**src/design/tlvrpe_pkg.sv**
```systemverilog
// Shared types and constants for the TLV route path extractor.
// No dependencies; the controller, datapath and core take names from here.
package tlvrpe_pkg;

   localparam int BYTE_W     = 8;
   localparam int ID_W       = 64;
   localparam int ID_BYTES   = 8;
   localparam int BYTE_SHIFT = 3;
   localparam int CNT_W      = 4;
   localparam int LEN_W      = 8;

   typedef enum logic [1:0] {
      PH_TYPE,
      PH_LEN,
      PH_VALUE
   } phase_type;

   typedef enum logic [1:0] {
      ST_OK,
      ST_MALFORMED,
      ST_NOT_FOUND
   } status_type;

   typedef enum logic [2:0] {
      CS_PARSE,
      CS_JUDGE,
      CS_CHK_RD,
      CS_CHK_CMP,
      CS_EMIT_RD,
      CS_EMIT_OUT,
      CS_FAIL
   } ctl_state_type;

   typedef struct packed {
      logic       take;
      logic       idx_clear;
      logic       chk_rd;
      logic       chk_adv;
      logic       emit_rd;
      logic       emit_load;
      logic       fail_load;
      status_type fail_status;
      logic       clear;
   } cmd_type;

   typedef struct packed {
      logic error_seen;
      logic path_found;
      logic length_ok;
      logic chk_fail;
      logic idx_last;
      logic out_free;
   } sts_type;

endpackage

```
**src/design/tlvrpe_req_if.sv**
```systemverilog
// Input channel: one payload byte per item, last byte marked.
// Depends on nothing.
interface tlvrpe_req_if;
   logic       valid;
   logic       ready;
   logic [7:0] payload_byte;
   logic       last_byte;

   modport source (output valid, output payload_byte, output last_byte, input ready);
   modport sink (input valid, input payload_byte, input last_byte, output ready);
endinterface

```
**src/design/tlvrpe_rsp_if.sv**
```systemverilog
// Result channel: status, node id, index, count and last marker per item.
// Depends on nothing.
interface tlvrpe_rsp_if;
   logic        valid;
   logic        ready;
   logic [1:0]  status;
   logic [63:0] node_id;
   logic [3:0]  node_index;
   logic [3:0]  node_count;
   logic        last_result;

   modport source (output valid, output status, output node_id, output node_index,
                   output node_count, output last_result, input ready);
   modport sink (input valid, input status, input node_id, input node_index,
                 input node_count, input last_result, output ready);
endinterface

```
**src/design/tlv_route_path_extractor_core.sv**
```systemverilog
// TLV route path extractor: one payload byte per cycle while parsing.
// After the last byte: a judge state, then a read and a compare state per id pair
// checked (n*(n+1)/2 pairs for n nodes), then a read and an output state per emitted
// node; an error gives one result after the judge or the failing compare. Reset
// is synchronous, active high, and clears control and parse state; the node store
// is not cleared.
module tlv_route_path_extractor_core #(
   parameter int MAX_NODES = 9
) (
   input  logic                 clock,
   input  logic                 reset,
   tlvrpe_req_if.sink           req_ch,
   tlvrpe_rsp_if.source         rsp_ch,
   input  logic                 csr_wr_en,
   input  logic [7:0]           csr_wr_data
);

   tlvrpe_pkg::cmd_type    cmd;
   tlvrpe_pkg::sts_type    sts;
   tlvrpe_pkg::status_type rsp_status;

   tlvrpe_ctrl u_ctrl (
      .clock         (clock),
      .reset         (reset),
      .req_valid     (req_ch.valid),
      .req_last_byte (req_ch.last_byte),
      .req_ready     (req_ch.ready),
      .sts           (sts),
      .cmd           (cmd)
   );

   tlvrpe_dpath #(
      .MAX_NODES (MAX_NODES)
   ) u_dpath (
      .clock            (clock),
      .reset            (reset),
      .cmd              (cmd),
      .sts              (sts),
      .req_payload_byte (req_ch.payload_byte),
      .req_last_byte    (req_ch.last_byte),
      .csr_wr_en        (csr_wr_en),
      .csr_wr_data      (csr_wr_data),
      .rsp_ready        (rsp_ch.ready),
      .rsp_valid        (rsp_ch.valid),
      .rsp_status       (rsp_status),
      .rsp_node_id      (rsp_ch.node_id),
      .rsp_node_index   (rsp_ch.node_index),
      .rsp_node_count   (rsp_ch.node_count),
      .rsp_last_result  (rsp_ch.last_result)
   );

   assign rsp_ch.status = rsp_status;

`ifndef SYNTHESIS
   a_err_single : assert property (@(posedge clock) disable iff (reset)
      rsp_ch.valid && (rsp_status != tlvrpe_pkg::ST_OK) |->
         rsp_ch.last_result && (rsp_ch.node_count == 4'd0))
      else $error("error result not single");

   a_ok_index : assert property (@(posedge clock) disable iff (reset)
      rsp_ch.valid && (rsp_status == tlvrpe_pkg::ST_OK) |->
         (rsp_ch.node_index < rsp_ch.node_count))
      else $error("node index out of range");

   a_ok_last : assert property (@(posedge clock) disable iff (reset)
      rsp_ch.valid && (rsp_status == tlvrpe_pkg::ST_OK) && rsp_ch.last_result |->
         (rsp_ch.node_index + 4'd1 == rsp_ch.node_count))
      else $error("last marker not on final node");

   a_ok_nonzero : assert property (@(posedge clock) disable iff (reset)
      rsp_ch.valid && (rsp_status == tlvrpe_pkg::ST_OK) |-> (rsp_ch.node_id != 64'd0))
      else $error("zero id emitted as ok");
`endif

endmodule

```
**src/design/tlvrpe_ram.sv**
```systemverilog
// Generic RAM: one write port, two read ports with registered read data.
// Depends on nothing.
module tlvrpe_ram #(
   parameter int WIDTH  = 64,
   parameter int DEPTH  = 9,
   parameter int ADDR_W = (DEPTH > 1) ? $clog2(DEPTH) : 1
) (
   input  logic              clock,
   input  logic              wr_en,
   input  logic [ADDR_W-1:0] wr_addr,
   input  logic [WIDTH-1:0]  wr_data,
   input  logic              rd_en,
   input  logic [ADDR_W-1:0] rd_addr_a,
   input  logic [ADDR_W-1:0] rd_addr_b,
   output logic [WIDTH-1:0]  rd_data_a,
   output logic [WIDTH-1:0]  rd_data_b
);

   logic [WIDTH-1:0] mem_ff [DEPTH];
   logic [WIDTH-1:0] rd_a_ff;
   logic [WIDTH-1:0] rd_b_ff;

   always_ff @(posedge clock) begin
      if (wr_en) begin
         mem_ff[wr_addr] <= wr_data;
      end
      if (rd_en) begin
         rd_a_ff <= mem_ff[rd_addr_a];
         rd_b_ff <= mem_ff[rd_addr_b];
      end
   end

   assign rd_data_a = rd_a_ff;
   assign rd_data_b = rd_b_ff;

endmodule

```
**src/design/tlvrpe_ctrl.sv**
```systemverilog
// Controller: sequences parsing, end-of-payload judgment, id checks and emission.
// Depends on tlvrpe_pkg.
module tlvrpe_ctrl (
   input  logic                clock,
   input  logic                reset,
   input  logic                req_valid,
   input  logic                req_last_byte,
   output logic                req_ready,
   input  tlvrpe_pkg::sts_type sts,
   output tlvrpe_pkg::cmd_type cmd
);

   tlvrpe_pkg::ctl_state_type state_ff, state_in;
   tlvrpe_pkg::status_type    fail_code_ff, fail_code_in;

   always_ff @(posedge clock) begin
      if (reset) begin
         state_ff     <= tlvrpe_pkg::CS_PARSE;
         fail_code_ff <= tlvrpe_pkg::ST_MALFORMED;
      end else begin
         state_ff     <= state_in;
         fail_code_ff <= fail_code_in;
      end
   end

   always_comb begin
      state_in        = state_ff;
      fail_code_in    = fail_code_ff;
      req_ready       = 1'b0;
      cmd             = '0;
      cmd.fail_status = fail_code_ff;
      unique case (state_ff)
         tlvrpe_pkg::CS_PARSE: begin
            req_ready = 1'b1;
            if (req_valid) begin
               cmd.take = 1'b1;
               if (req_last_byte) begin
                  state_in = tlvrpe_pkg::CS_JUDGE;
               end
            end
         end
         tlvrpe_pkg::CS_JUDGE: begin
            if (sts.error_seen) begin
               fail_code_in = tlvrpe_pkg::ST_MALFORMED;
               state_in     = tlvrpe_pkg::CS_FAIL;
            end else if (!sts.path_found) begin
               fail_code_in = tlvrpe_pkg::ST_NOT_FOUND;
               state_in     = tlvrpe_pkg::CS_FAIL;
            end else if (!sts.length_ok) begin
               fail_code_in = tlvrpe_pkg::ST_MALFORMED;
               state_in     = tlvrpe_pkg::CS_FAIL;
            end else begin
               cmd.idx_clear = 1'b1;
               state_in      = tlvrpe_pkg::CS_CHK_RD;
            end
         end
         tlvrpe_pkg::CS_CHK_RD: begin
            cmd.chk_rd = 1'b1;
            state_in   = tlvrpe_pkg::CS_CHK_CMP;
         end
         tlvrpe_pkg::CS_CHK_CMP: begin
            if (sts.chk_fail) begin
               fail_code_in = tlvrpe_pkg::ST_MALFORMED;
               state_in     = tlvrpe_pkg::CS_FAIL;
            end else if (sts.idx_last) begin
               cmd.idx_clear = 1'b1;
               state_in      = tlvrpe_pkg::CS_EMIT_RD;
            end else begin
               cmd.chk_adv = 1'b1;
               state_in    = tlvrpe_pkg::CS_CHK_RD;
            end
         end
         tlvrpe_pkg::CS_EMIT_RD: begin
            cmd.emit_rd = 1'b1;
            state_in    = tlvrpe_pkg::CS_EMIT_OUT;
         end
         tlvrpe_pkg::CS_EMIT_OUT: begin
            if (sts.out_free) begin
               cmd.emit_load = 1'b1;
               if (sts.idx_last) begin
                  cmd.clear = 1'b1;
                  state_in  = tlvrpe_pkg::CS_PARSE;
               end else begin
                  state_in = tlvrpe_pkg::CS_EMIT_RD;
               end
            end
         end
         tlvrpe_pkg::CS_FAIL: begin
            if (sts.out_free) begin
               cmd.fail_load = 1'b1;
               cmd.clear     = 1'b1;
               state_in      = tlvrpe_pkg::CS_PARSE;
            end
         end
         default: begin
            state_in = tlvrpe_pkg::CS_PARSE;
         end
      endcase
   end

endmodule

```
**src/design/tlvrpe_dpath.sv**
```systemverilog
// Datapath: record walker, node id store, pairwise id checker and result register.
// Depends on tlvrpe_pkg and tlvrpe_ram.
module tlvrpe_dpath #(
   parameter int MAX_NODES = 9
) (
   input  logic                              clock,
   input  logic                              reset,
   input  tlvrpe_pkg::cmd_type               cmd,
   output tlvrpe_pkg::sts_type               sts,
   input  logic [tlvrpe_pkg::BYTE_W-1:0]     req_payload_byte,
   input  logic                              req_last_byte,
   input  logic                              csr_wr_en,
   input  logic [tlvrpe_pkg::BYTE_W-1:0]     csr_wr_data,
   input  logic                              rsp_ready,
   output logic                              rsp_valid,
   output tlvrpe_pkg::status_type            rsp_status,
   output logic [tlvrpe_pkg::ID_W-1:0]       rsp_node_id,
   output logic [tlvrpe_pkg::CNT_W-1:0]      rsp_node_index,
   output logic [tlvrpe_pkg::CNT_W-1:0]      rsp_node_count,
   output logic                              rsp_last_result
);

   localparam int ADDR_W = (MAX_NODES > 1) ? $clog2(MAX_NODES) : 1;
   localparam logic [tlvrpe_pkg::LEN_W-1:0] MAX_LEN =
      tlvrpe_pkg::LEN_W'(MAX_NODES * tlvrpe_pkg::ID_BYTES);

   localparam int BW = tlvrpe_pkg::BYTE_W;
   localparam int LW = tlvrpe_pkg::LEN_W;
   localparam int CW = tlvrpe_pkg::CNT_W;
   localparam int IW = tlvrpe_pkg::ID_W;

   logic [BW-1:0]          cfg_type_ff;
   tlvrpe_pkg::phase_type  phase_ff, phase_in;
   logic [BW-1:0]          record_type_ff, record_type_in;
   logic [LW-1:0]          bytes_left_ff, bytes_left_in;
   logic                   path_found_ff, path_found_in;
   logic [LW-1:0]          path_length_ff, path_length_in;
   logic [LW-1:0]          value_pos_ff, value_pos_in;
   logic                   error_seen_ff, error_seen_in;
   logic                   capturing_ff, capturing_in;
   logic [IW-1:0]          word_ff, word_in;
   logic [ADDR_W-1:0]      idx_i_ff, idx_i_in;
   logic [ADDR_W-1:0]      idx_j_ff, idx_j_in;

   logic                   rsp_valid_ff;
   tlvrpe_pkg::status_type rsp_status_ff;
   logic [IW-1:0]          rsp_node_id_ff;
   logic [CW-1:0]          rsp_node_index_ff;
   logic [CW-1:0]          rsp_node_count_ff;
   logic                   rsp_last_ff;

   logic                   wr_en;
   logic [ADDR_W-1:0]      wr_addr;
   logic [IW-1:0]          wr_data;
   logic [IW-1:0]          rd_a;
   logic [IW-1:0]          rd_b;
   logic [CW-1:0]          node_cnt;
   logic [CW-1:0]          cnt_last;
   logic                   out_free;
   logic [LW-1:0]          left_dec;

   tlvrpe_ram #(
      .WIDTH (IW),
      .DEPTH (MAX_NODES)
   ) u_node_store (
      .clock     (clock),
      .wr_en     (wr_en),
      .wr_addr   (wr_addr),
      .wr_data   (wr_data),
      .rd_en     (cmd.chk_rd | cmd.emit_rd),
      .rd_addr_a (idx_i_ff),
      .rd_addr_b (idx_j_ff),
      .rd_data_a (rd_a),
      .rd_data_b (rd_b)
   );

   assign node_cnt = CW'(path_length_ff >> tlvrpe_pkg::BYTE_SHIFT);
   assign cnt_last = node_cnt - CW'(1);
   assign out_free = !rsp_valid_ff || rsp_ready;
   assign left_dec = bytes_left_ff - LW'(1);
   assign wr_addr  = ADDR_W'(value_pos_ff >> tlvrpe_pkg::BYTE_SHIFT);
   assign wr_data  = {req_payload_byte, word_ff[IW-1:BW]};

   assign sts.error_seen = error_seen_ff;
   assign sts.path_found = path_found_ff;
   assign sts.length_ok  = (path_length_ff != '0) && (path_length_ff <= MAX_LEN) &&
                           (path_length_ff[tlvrpe_pkg::BYTE_SHIFT-1:0] == '0);
   assign sts.chk_fail   = (idx_i_ff == idx_j_ff) ? (rd_a == '0) : (rd_a == rd_b);
   assign sts.idx_last   = (CW'(idx_i_ff) == cnt_last);
   assign sts.out_free   = out_free;

   // clear the walker state, or walk one byte of the record stream
   always_comb begin
      phase_in       = phase_ff;
      record_type_in = record_type_ff;
      bytes_left_in  = bytes_left_ff;
      path_found_in  = path_found_ff;
      path_length_in = path_length_ff;
      value_pos_in   = value_pos_ff;
      error_seen_in  = error_seen_ff;
      capturing_in   = capturing_ff;
      word_in        = word_ff;
      wr_en          = 1'b0;
      if (cmd.clear) begin
         phase_in       = tlvrpe_pkg::PH_TYPE;
         record_type_in = '0;
         bytes_left_in  = '0;
         path_found_in  = 1'b0;
         path_length_in = '0;
         value_pos_in   = '0;
         error_seen_in  = 1'b0;
         capturing_in   = 1'b0;
      end else if (cmd.take) begin
         if (!error_seen_ff) begin
            unique case (phase_ff)
               tlvrpe_pkg::PH_LEN: begin
                  bytes_left_in = req_payload_byte;
                  capturing_in  = 1'b0;
                  if ((record_type_ff == cfg_type_ff) && path_found_ff) begin
                     error_seen_in = 1'b1;
                  end else begin
                     if (record_type_ff == cfg_type_ff) begin
                        path_found_in  = 1'b1;
                        path_length_in = req_payload_byte;
                        value_pos_in   = '0;
                        capturing_in   = 1'b1;
                     end
                     phase_in = (req_payload_byte == '0) ? tlvrpe_pkg::PH_TYPE
                                                          : tlvrpe_pkg::PH_VALUE;
                  end
               end
               tlvrpe_pkg::PH_VALUE: begin
                  if (capturing_ff) begin
                     word_in      = wr_data;
                     value_pos_in = value_pos_ff + LW'(1);
                     wr_en        = (value_pos_ff < MAX_LEN) &&
                                    (value_pos_ff[tlvrpe_pkg::BYTE_SHIFT-1:0] == '1);
                  end
                  bytes_left_in = left_dec;
                  if (left_dec == '0) begin
                     phase_in     = tlvrpe_pkg::PH_TYPE;
                     capturing_in = 1'b0;
                  end
               end
               default: begin
                  record_type_in = req_payload_byte;
                  phase_in       = tlvrpe_pkg::PH_LEN;
               end
            endcase
         end
         if (req_last_byte && (phase_in != tlvrpe_pkg::PH_TYPE)) begin
            error_seen_in = 1'b1;
         end
      end
   end

   // pair and emit indexes
   always_comb begin
      idx_i_in = idx_i_ff;
      idx_j_in = idx_j_ff;
      if (cmd.idx_clear) begin
         idx_i_in = '0;
         idx_j_in = '0;
      end else if (cmd.chk_adv) begin
         if (CW'(idx_j_ff) == cnt_last) begin
            idx_i_in = idx_i_ff + ADDR_W'(1);
            idx_j_in = idx_i_ff + ADDR_W'(1);
         end else begin
            idx_j_in = idx_j_ff + ADDR_W'(1);
         end
      end else if (cmd.emit_load && !sts.idx_last) begin
         idx_i_in = idx_i_ff + ADDR_W'(1);
      end
   end

   always_ff @(posedge clock) begin
      if (reset) begin
         cfg_type_ff    <= '0;
         phase_ff       <= tlvrpe_pkg::PH_TYPE;
         record_type_ff <= '0;
         bytes_left_ff  <= '0;
         path_found_ff  <= 1'b0;
         path_length_ff <= '0;
         value_pos_ff   <= '0;
         error_seen_ff  <= 1'b0;
         capturing_ff   <= 1'b0;
         idx_i_ff       <= '0;
         idx_j_ff       <= '0;
         rsp_valid_ff   <= 1'b0;
      end else begin
         if (csr_wr_en) begin
            cfg_type_ff <= csr_wr_data;
         end
         phase_ff       <= phase_in;
         record_type_ff <= record_type_in;
         bytes_left_ff  <= bytes_left_in;
         path_found_ff  <= path_found_in;
         path_length_ff <= path_length_in;
         value_pos_ff   <= value_pos_in;
         error_seen_ff  <= error_seen_in;
         capturing_ff   <= capturing_in;
         idx_i_ff       <= idx_i_in;
         idx_j_ff       <= idx_j_in;
         if (cmd.emit_load || cmd.fail_load) begin
            rsp_valid_ff <= 1'b1;
         end else if (rsp_ready) begin
            rsp_valid_ff <= 1'b0;
         end
      end
   end

   always_ff @(posedge clock) begin
      word_ff <= word_in;
      if (cmd.emit_load) begin
         rsp_status_ff     <= tlvrpe_pkg::ST_OK;
         rsp_node_id_ff    <= rd_a;
         rsp_node_index_ff <= CW'(idx_i_ff);
         rsp_node_count_ff <= node_cnt;
         rsp_last_ff       <= sts.idx_last;
      end else if (cmd.fail_load) begin
         rsp_status_ff     <= cmd.fail_status;
         rsp_node_id_ff    <= '0;
         rsp_node_index_ff <= '0;
         rsp_node_count_ff <= '0;
         rsp_last_ff       <= 1'b1;
      end
   end

   assign rsp_valid       = rsp_valid_ff;
   assign rsp_status      = rsp_status_ff;
   assign rsp_node_id     = rsp_node_id_ff;
   assign rsp_node_index  = rsp_node_index_ff;
   assign rsp_node_count  = rsp_node_count_ff;
   assign rsp_last_result = rsp_last_ff;

endmodule
```
**src/flat_wrapper.sv**
```systemverilog
// flat-port wrapper written by rule: the top's interface ports become plain ports
module tlv_route_path_extractor_core_flat 
#(
   parameter int MAX_NODES = 9
)
  (clock, reset, csr_wr_en, csr_wr_data, req_ch_valid, req_ch_payload_byte, req_ch_last_byte, req_ch_ready, rsp_ch_valid, rsp_ch_status, rsp_ch_node_id, rsp_ch_node_index, rsp_ch_node_count, rsp_ch_last_result, rsp_ch_ready);
  tlvrpe_req_if req_ch_i ();
  tlvrpe_rsp_if rsp_ch_i ();
  input  logic clock;
  input  logic reset;
  input  logic csr_wr_en;
  input  logic [7:0] csr_wr_data;
  input wire logic [$bits(req_ch_i.valid)-1:0] req_ch_valid;
  input wire logic [$bits(req_ch_i.payload_byte)-1:0] req_ch_payload_byte;
  input wire logic [$bits(req_ch_i.last_byte)-1:0] req_ch_last_byte;
  output wire logic [$bits(req_ch_i.ready)-1:0] req_ch_ready;
  output wire logic [$bits(rsp_ch_i.valid)-1:0] rsp_ch_valid;
  output wire logic [$bits(rsp_ch_i.status)-1:0] rsp_ch_status;
  output wire logic [$bits(rsp_ch_i.node_id)-1:0] rsp_ch_node_id;
  output wire logic [$bits(rsp_ch_i.node_index)-1:0] rsp_ch_node_index;
  output wire logic [$bits(rsp_ch_i.node_count)-1:0] rsp_ch_node_count;
  output wire logic [$bits(rsp_ch_i.last_result)-1:0] rsp_ch_last_result;
  input wire logic [$bits(rsp_ch_i.ready)-1:0] rsp_ch_ready;
  assign req_ch_i.valid = req_ch_valid;
  assign req_ch_i.payload_byte = req_ch_payload_byte;
  assign req_ch_i.last_byte = req_ch_last_byte;
  assign req_ch_ready = req_ch_i.ready;
  assign rsp_ch_valid = rsp_ch_i.valid;
  assign rsp_ch_status = rsp_ch_i.status;
  assign rsp_ch_node_id = rsp_ch_i.node_id;
  assign rsp_ch_node_index = rsp_ch_i.node_index;
  assign rsp_ch_node_count = rsp_ch_i.node_count;
  assign rsp_ch_last_result = rsp_ch_i.last_result;
  assign rsp_ch_i.ready = rsp_ch_ready;
  tlv_route_path_extractor_core #(.MAX_NODES(MAX_NODES)) u_core (.clock(clock), .reset(reset), .req_ch(req_ch_i), .rsp_ch(rsp_ch_i), .csr_wr_en(csr_wr_en), .csr_wr_data(csr_wr_data));
endmodule
```
**config.mk**
```make
export PLATFORM = sky130hd
export DESIGN_NAME = tlv_route_path_extractor_core_flat
export DESIGN_NICKNAME = d
export VERILOG_FILES = /design/src/design/tlvrpe_pkg.sv /design/src/design/tlvrpe_req_if.sv /design/src/design/tlvrpe_rsp_if.sv /design/src/design/tlv_route_path_extractor_core.sv /design/src/design/tlvrpe_ram.sv /design/src/design/tlvrpe_ctrl.sv /design/src/design/tlvrpe_dpath.sv /design/src/flat_wrapper.sv
export SDC_FILE = /design/constraint.sdc
export NUM_CORES = 1
export LEC_CHECK = 0
export BUFFER_PORTS_ARGS = -buffer_cell sky130_fd_sc_hd__clkbuf_2
export CELL_PAD_IN_SITES_DETAIL_PLACEMENT = 1
export CELL_PAD_IN_SITES_GLOBAL_PLACEMENT = 2
export CORE_MARGIN = 2
export CORE_UTILIZATION = 40
export CTS_CLUSTER_DIAMETER = 120
export DETAILED_ROUTE_END_ITERATION = 6
export PLACE_DENSITY = 0.79
export SKIP_CTS_REPAIR_TIMING = 1
export SYNTH_ARGS = -nofsm -noshare
export SYNTH_HDL_FRONTEND = slang
export SYNTH_SLANG_ARGS = --single-unit
```
**constraint.sdc**
```tcl
create_clock -name clock -period 20 [get_ports clock]
set_input_delay 1 -clock clock [delete_from_list [all_inputs] [get_ports clock]]
set_output_delay 1 -clock clock [all_outputs]
set_load 0.02 [all_outputs]
```
==> summary.txt <==
Outcome
  – Status: complete, no violations

Yosys
  – EDFF count, synth: 833
  – Number of register bits inferred by synthesis: 894
  – Async SR Flop Fraction: 0
  – Mapped Area: about 0.038 mm²
  – Syn Inst Count: around 2200
  – Post-synth top area cell: edfxtp_1
  – Most used DFF post-synth: edfxtp_1
  – Most instantiated cells after synthesis: edfxtp_1 (833), mux4_2 (256), nand2_1 (164)
  – Syn. warnings: 0
  – Top cell type's share of synthesized area: 0.654
  – Seq/Total Area, Yosys: 0.686
  – Most common cell in the synthesized netlist: edfxtp_1
  – Yosys cell types: 55
  – Mapped Nets: around 2200
  – Post-synthesis average cell area: 17.6 µm²
  – Area contributors post-synth: edfxtp_1 (65%), mux4_2 (15%), mux2i_1 (3.8%)

Clocking
  – Reg clk slew, reported paths: 60 ps
  – Max clock buf depth: 3
  – Cts bufs inserted: 97
  – Clk sinks: 894
  – CTS H-Tree Depth: 3
  – Worst skew pair latency: between 600 and 700 ps
  – Root buffer cell: clkbuf_16
  – CTS tree: yes

Cells and area
  – Non-filler cells, final: roughly 3600
  – Core Util, Final: 0.457
  – Area grow syn2layout: 13.4%
  – Nets: 2313
  – Layout cells sized above 1: 0.243
  – # fillers: a little under 9000

Global route
  – Total track usage: 0.210
  – Antenna violations before repair: 3
  – First-pass GRT wire length: 153000 µm
  – Total gr overflow: 0
  – Largest net degree at the start of global routing: 107
  – Vias in the first global route: 22767

Floorplanning
  – Initial core utilization: 0.403
  – DIE HEIGHT: 313 µm
  – Total core area: 0.0949 mm²
  – Chip width: approximately 310 µm
  – I/O pin cnt: 99
  – FP Rows: around 110
  – Die area: 0.0981 mm²

STA
  – Fin Clk Skew: 29.6 ps
  – Actual slew at the worst max-slew pin: 1070 ps
  – Relative slew slack: 0.277
  – Final hold viol count: 0
  – Final period util: 0.260
  – Slew Viols, Final: 0
  – Tmin final: roughly 5200 ps
  – F_max: 0.192 GHz
  – Setup TNS: 0 ps
  – RSZ-0062 raised after global routing: no
  – Final setup viols: 0

Critical path
  – Crit path cell chain: ha_1, inv_1, nor3_2, buf_4, nand3b_1, or3b_2, nor3b_2, buf_4, buf_4
  – Worst Path Required: 20290 ps
  – Slowest cell on the critical path: buf_4
  – Crit path largest cell delay: 830 ps
  – Most frequent CP cell: buf_4
  – Worst EP arrival: 5500 ps
  – Worst Setup End Kind: register
  – Largest delay share family, worst path: buffers and inverters
  – Crit-path max FO: 57
  – CP Buf/Inv Count: 4
  – WS Path Type: register to register
  – Critical Path Source Type: register

Pwr
  – Pwr dens: between 90 and 100 mW/mm²
  – Lkg Pwr: ~13 nW
  – Pwr Total: 4.29 mW
  – Peak VDD IR: 0.0836 mV

Placement
  – Gp weighted congestion: 0.792
  – I/O Buffers: 98
  – Placed insts: 3448
  – Hpwl dp: 62200 µm

Detailed routing
  – # DRC: 0
  – 1st-iter DRT viols: between 1500 and 2000
  – Final WL: slightly above 100000 µm
  – DRT Pass-1 Iters: 7
  – WL/cell: 28.3 µm
  – Final antenna-violating net count: 0
  – DR vias/cell: 5.76
  – Total number of vias: approximately 21000

Flow run
  – Max Cap Violations: 0

Hold path
  – Worst min-delay path class: register to register
-- logic make-up (layout without fill, tap and decap cells) --
group,Yosys count,count (layout),synth area share
other,0,2,0
buffers and inverters,144,329,0.0148
AO/OA/AOI/OAI,215,215,0.0310
AND/OR/NAND/NOR,414,414,0.0536
multiplexers,403,403,0.189
flip-flops,894,894,0.686
XOR/XNOR,97,97,0.0224
adder cells (fa/ha/maj),9,9,0.00294
-- report_power, final --
part | total (mW) | switching (mW) | internal [mW] | leakage [nW]
clock network | 1.78 | 0.748 | 1.03 | 1.55
registers | 2.17 | 0.0668 | 2.10 | 8.13
logic | 0.344 | 0.211 | 0.133 | 3.54
-- stage by stage --
stage          hold WS, ps  worst slack (ps)  area (µm²)
2_1_floorplan          449              8710       38200
3_3_place_gp           458             14950       40200
3_5_place_dp           465             14780       40200
4_1_cts                475             14720       43400
5_1_grt                500             14520       43400
6_report               474             14790       43400
-- worst reg2reg max path, cell delays in order (launching register included) --
cell	delay, ps
dfxtp_1	390
ha_1	570
inv_1	400
nor3_2	230
buf_4	830
nand3b_1	320
or3b_2	620
nor3b_2	270
buf_4	600
buf_4	610
-- cell type report --
type,count,area (µm²),share of cell area
flip-flops and latches,894,26300,0.606
multi-input cells,1138,11500,0.266
clock buffers,110,2480,0.0571
well taps,1265,1580,0.0365
repair buffers,139,811,0.0187
clock inverters,68,669,0.0154
inverters,12,45.0,0.00104
diodes,2,5.00,0.000115
-- sequential cells by signal, indices dropped and copies added (netlist names), 8 cells and up --
name and count:
u_core.u_dpath.bytes_left_ff 8, u_core.u_dpath.u_node_store.mem_ff 576, u_core.u_dpath.record_type_ff 8, u_core.u_dpath.value_pos_ff 8, u_core.u_dpath.cfg_type_ff 8, u_core.u_dpath.u_node_store.rd_data_b 64
u_core.u_dpath.word_ff 56, u_core.u_dpath.u_node_store.rd_data_a 64, u_core.u_dpath.rsp_node_id 64, u_core.u_dpath.path_length_ff 8
-- path summary, 6_finish.rpt --
check	from	to	cells past startpoint	slack (ps)
worst max-delay path	u_core.u_dpath.phase_ff[1]	u_core.u_dpath.u_node_store.mem_ff[5][43]	9	14790
worst min-delay path	u_core.u_dpath.record_type_ff[4]	u_core.u_dpath.record_type_ff[4]	2	470
worst max register to register	u_core.u_dpath.phase_ff[1]	u_core.u_dpath.u_node_store.mem_ff[5][43]	9	14790
worst min register to register	u_core.u_dpath.record_type_ff[4]	u_core.u_dpath.record_type_ff[4]	2	470
-- cell usage in the layout, fill, tap and decap left out, types with 10 or more instances in the layout --
master	instances
a21oi_1	34
and2_1	70
buf_4	40
bufinv_16	11
clkbuf_1	13
clkbuf_16	97
clkbuf_2	98
clkinv_1	20
clkinv_2	26
dfxtp_1	53
edfxtp_1	833
inv_1	12
mux2i_1	147
mux4_2	256
nand2_1	164
nand2b_1	10
nand3_1	19
nand4_1	14
nor2_1	51
nor3_1	11
nor4_1	30
o21ai_0	147
xnor2_1	33
xor2_1	63
-- layer usage --
metal | routed length, µm | vias to the layer above | GRT usage | share of wire
met5 | 0 | - | 0 | 0
met4 | 2760 | 0 | 0.0585 | 0.027
met3 | 5580 | 180 | 0.0338 | 0.054
met2 | 52000 | 693 | 0.361 | 0.51
met1 | 42400 | 11124 | 0.278 | 0.41
li1 | - | 8899 | - | -
No activity file was read; power rests on OpenSTA's default activity.
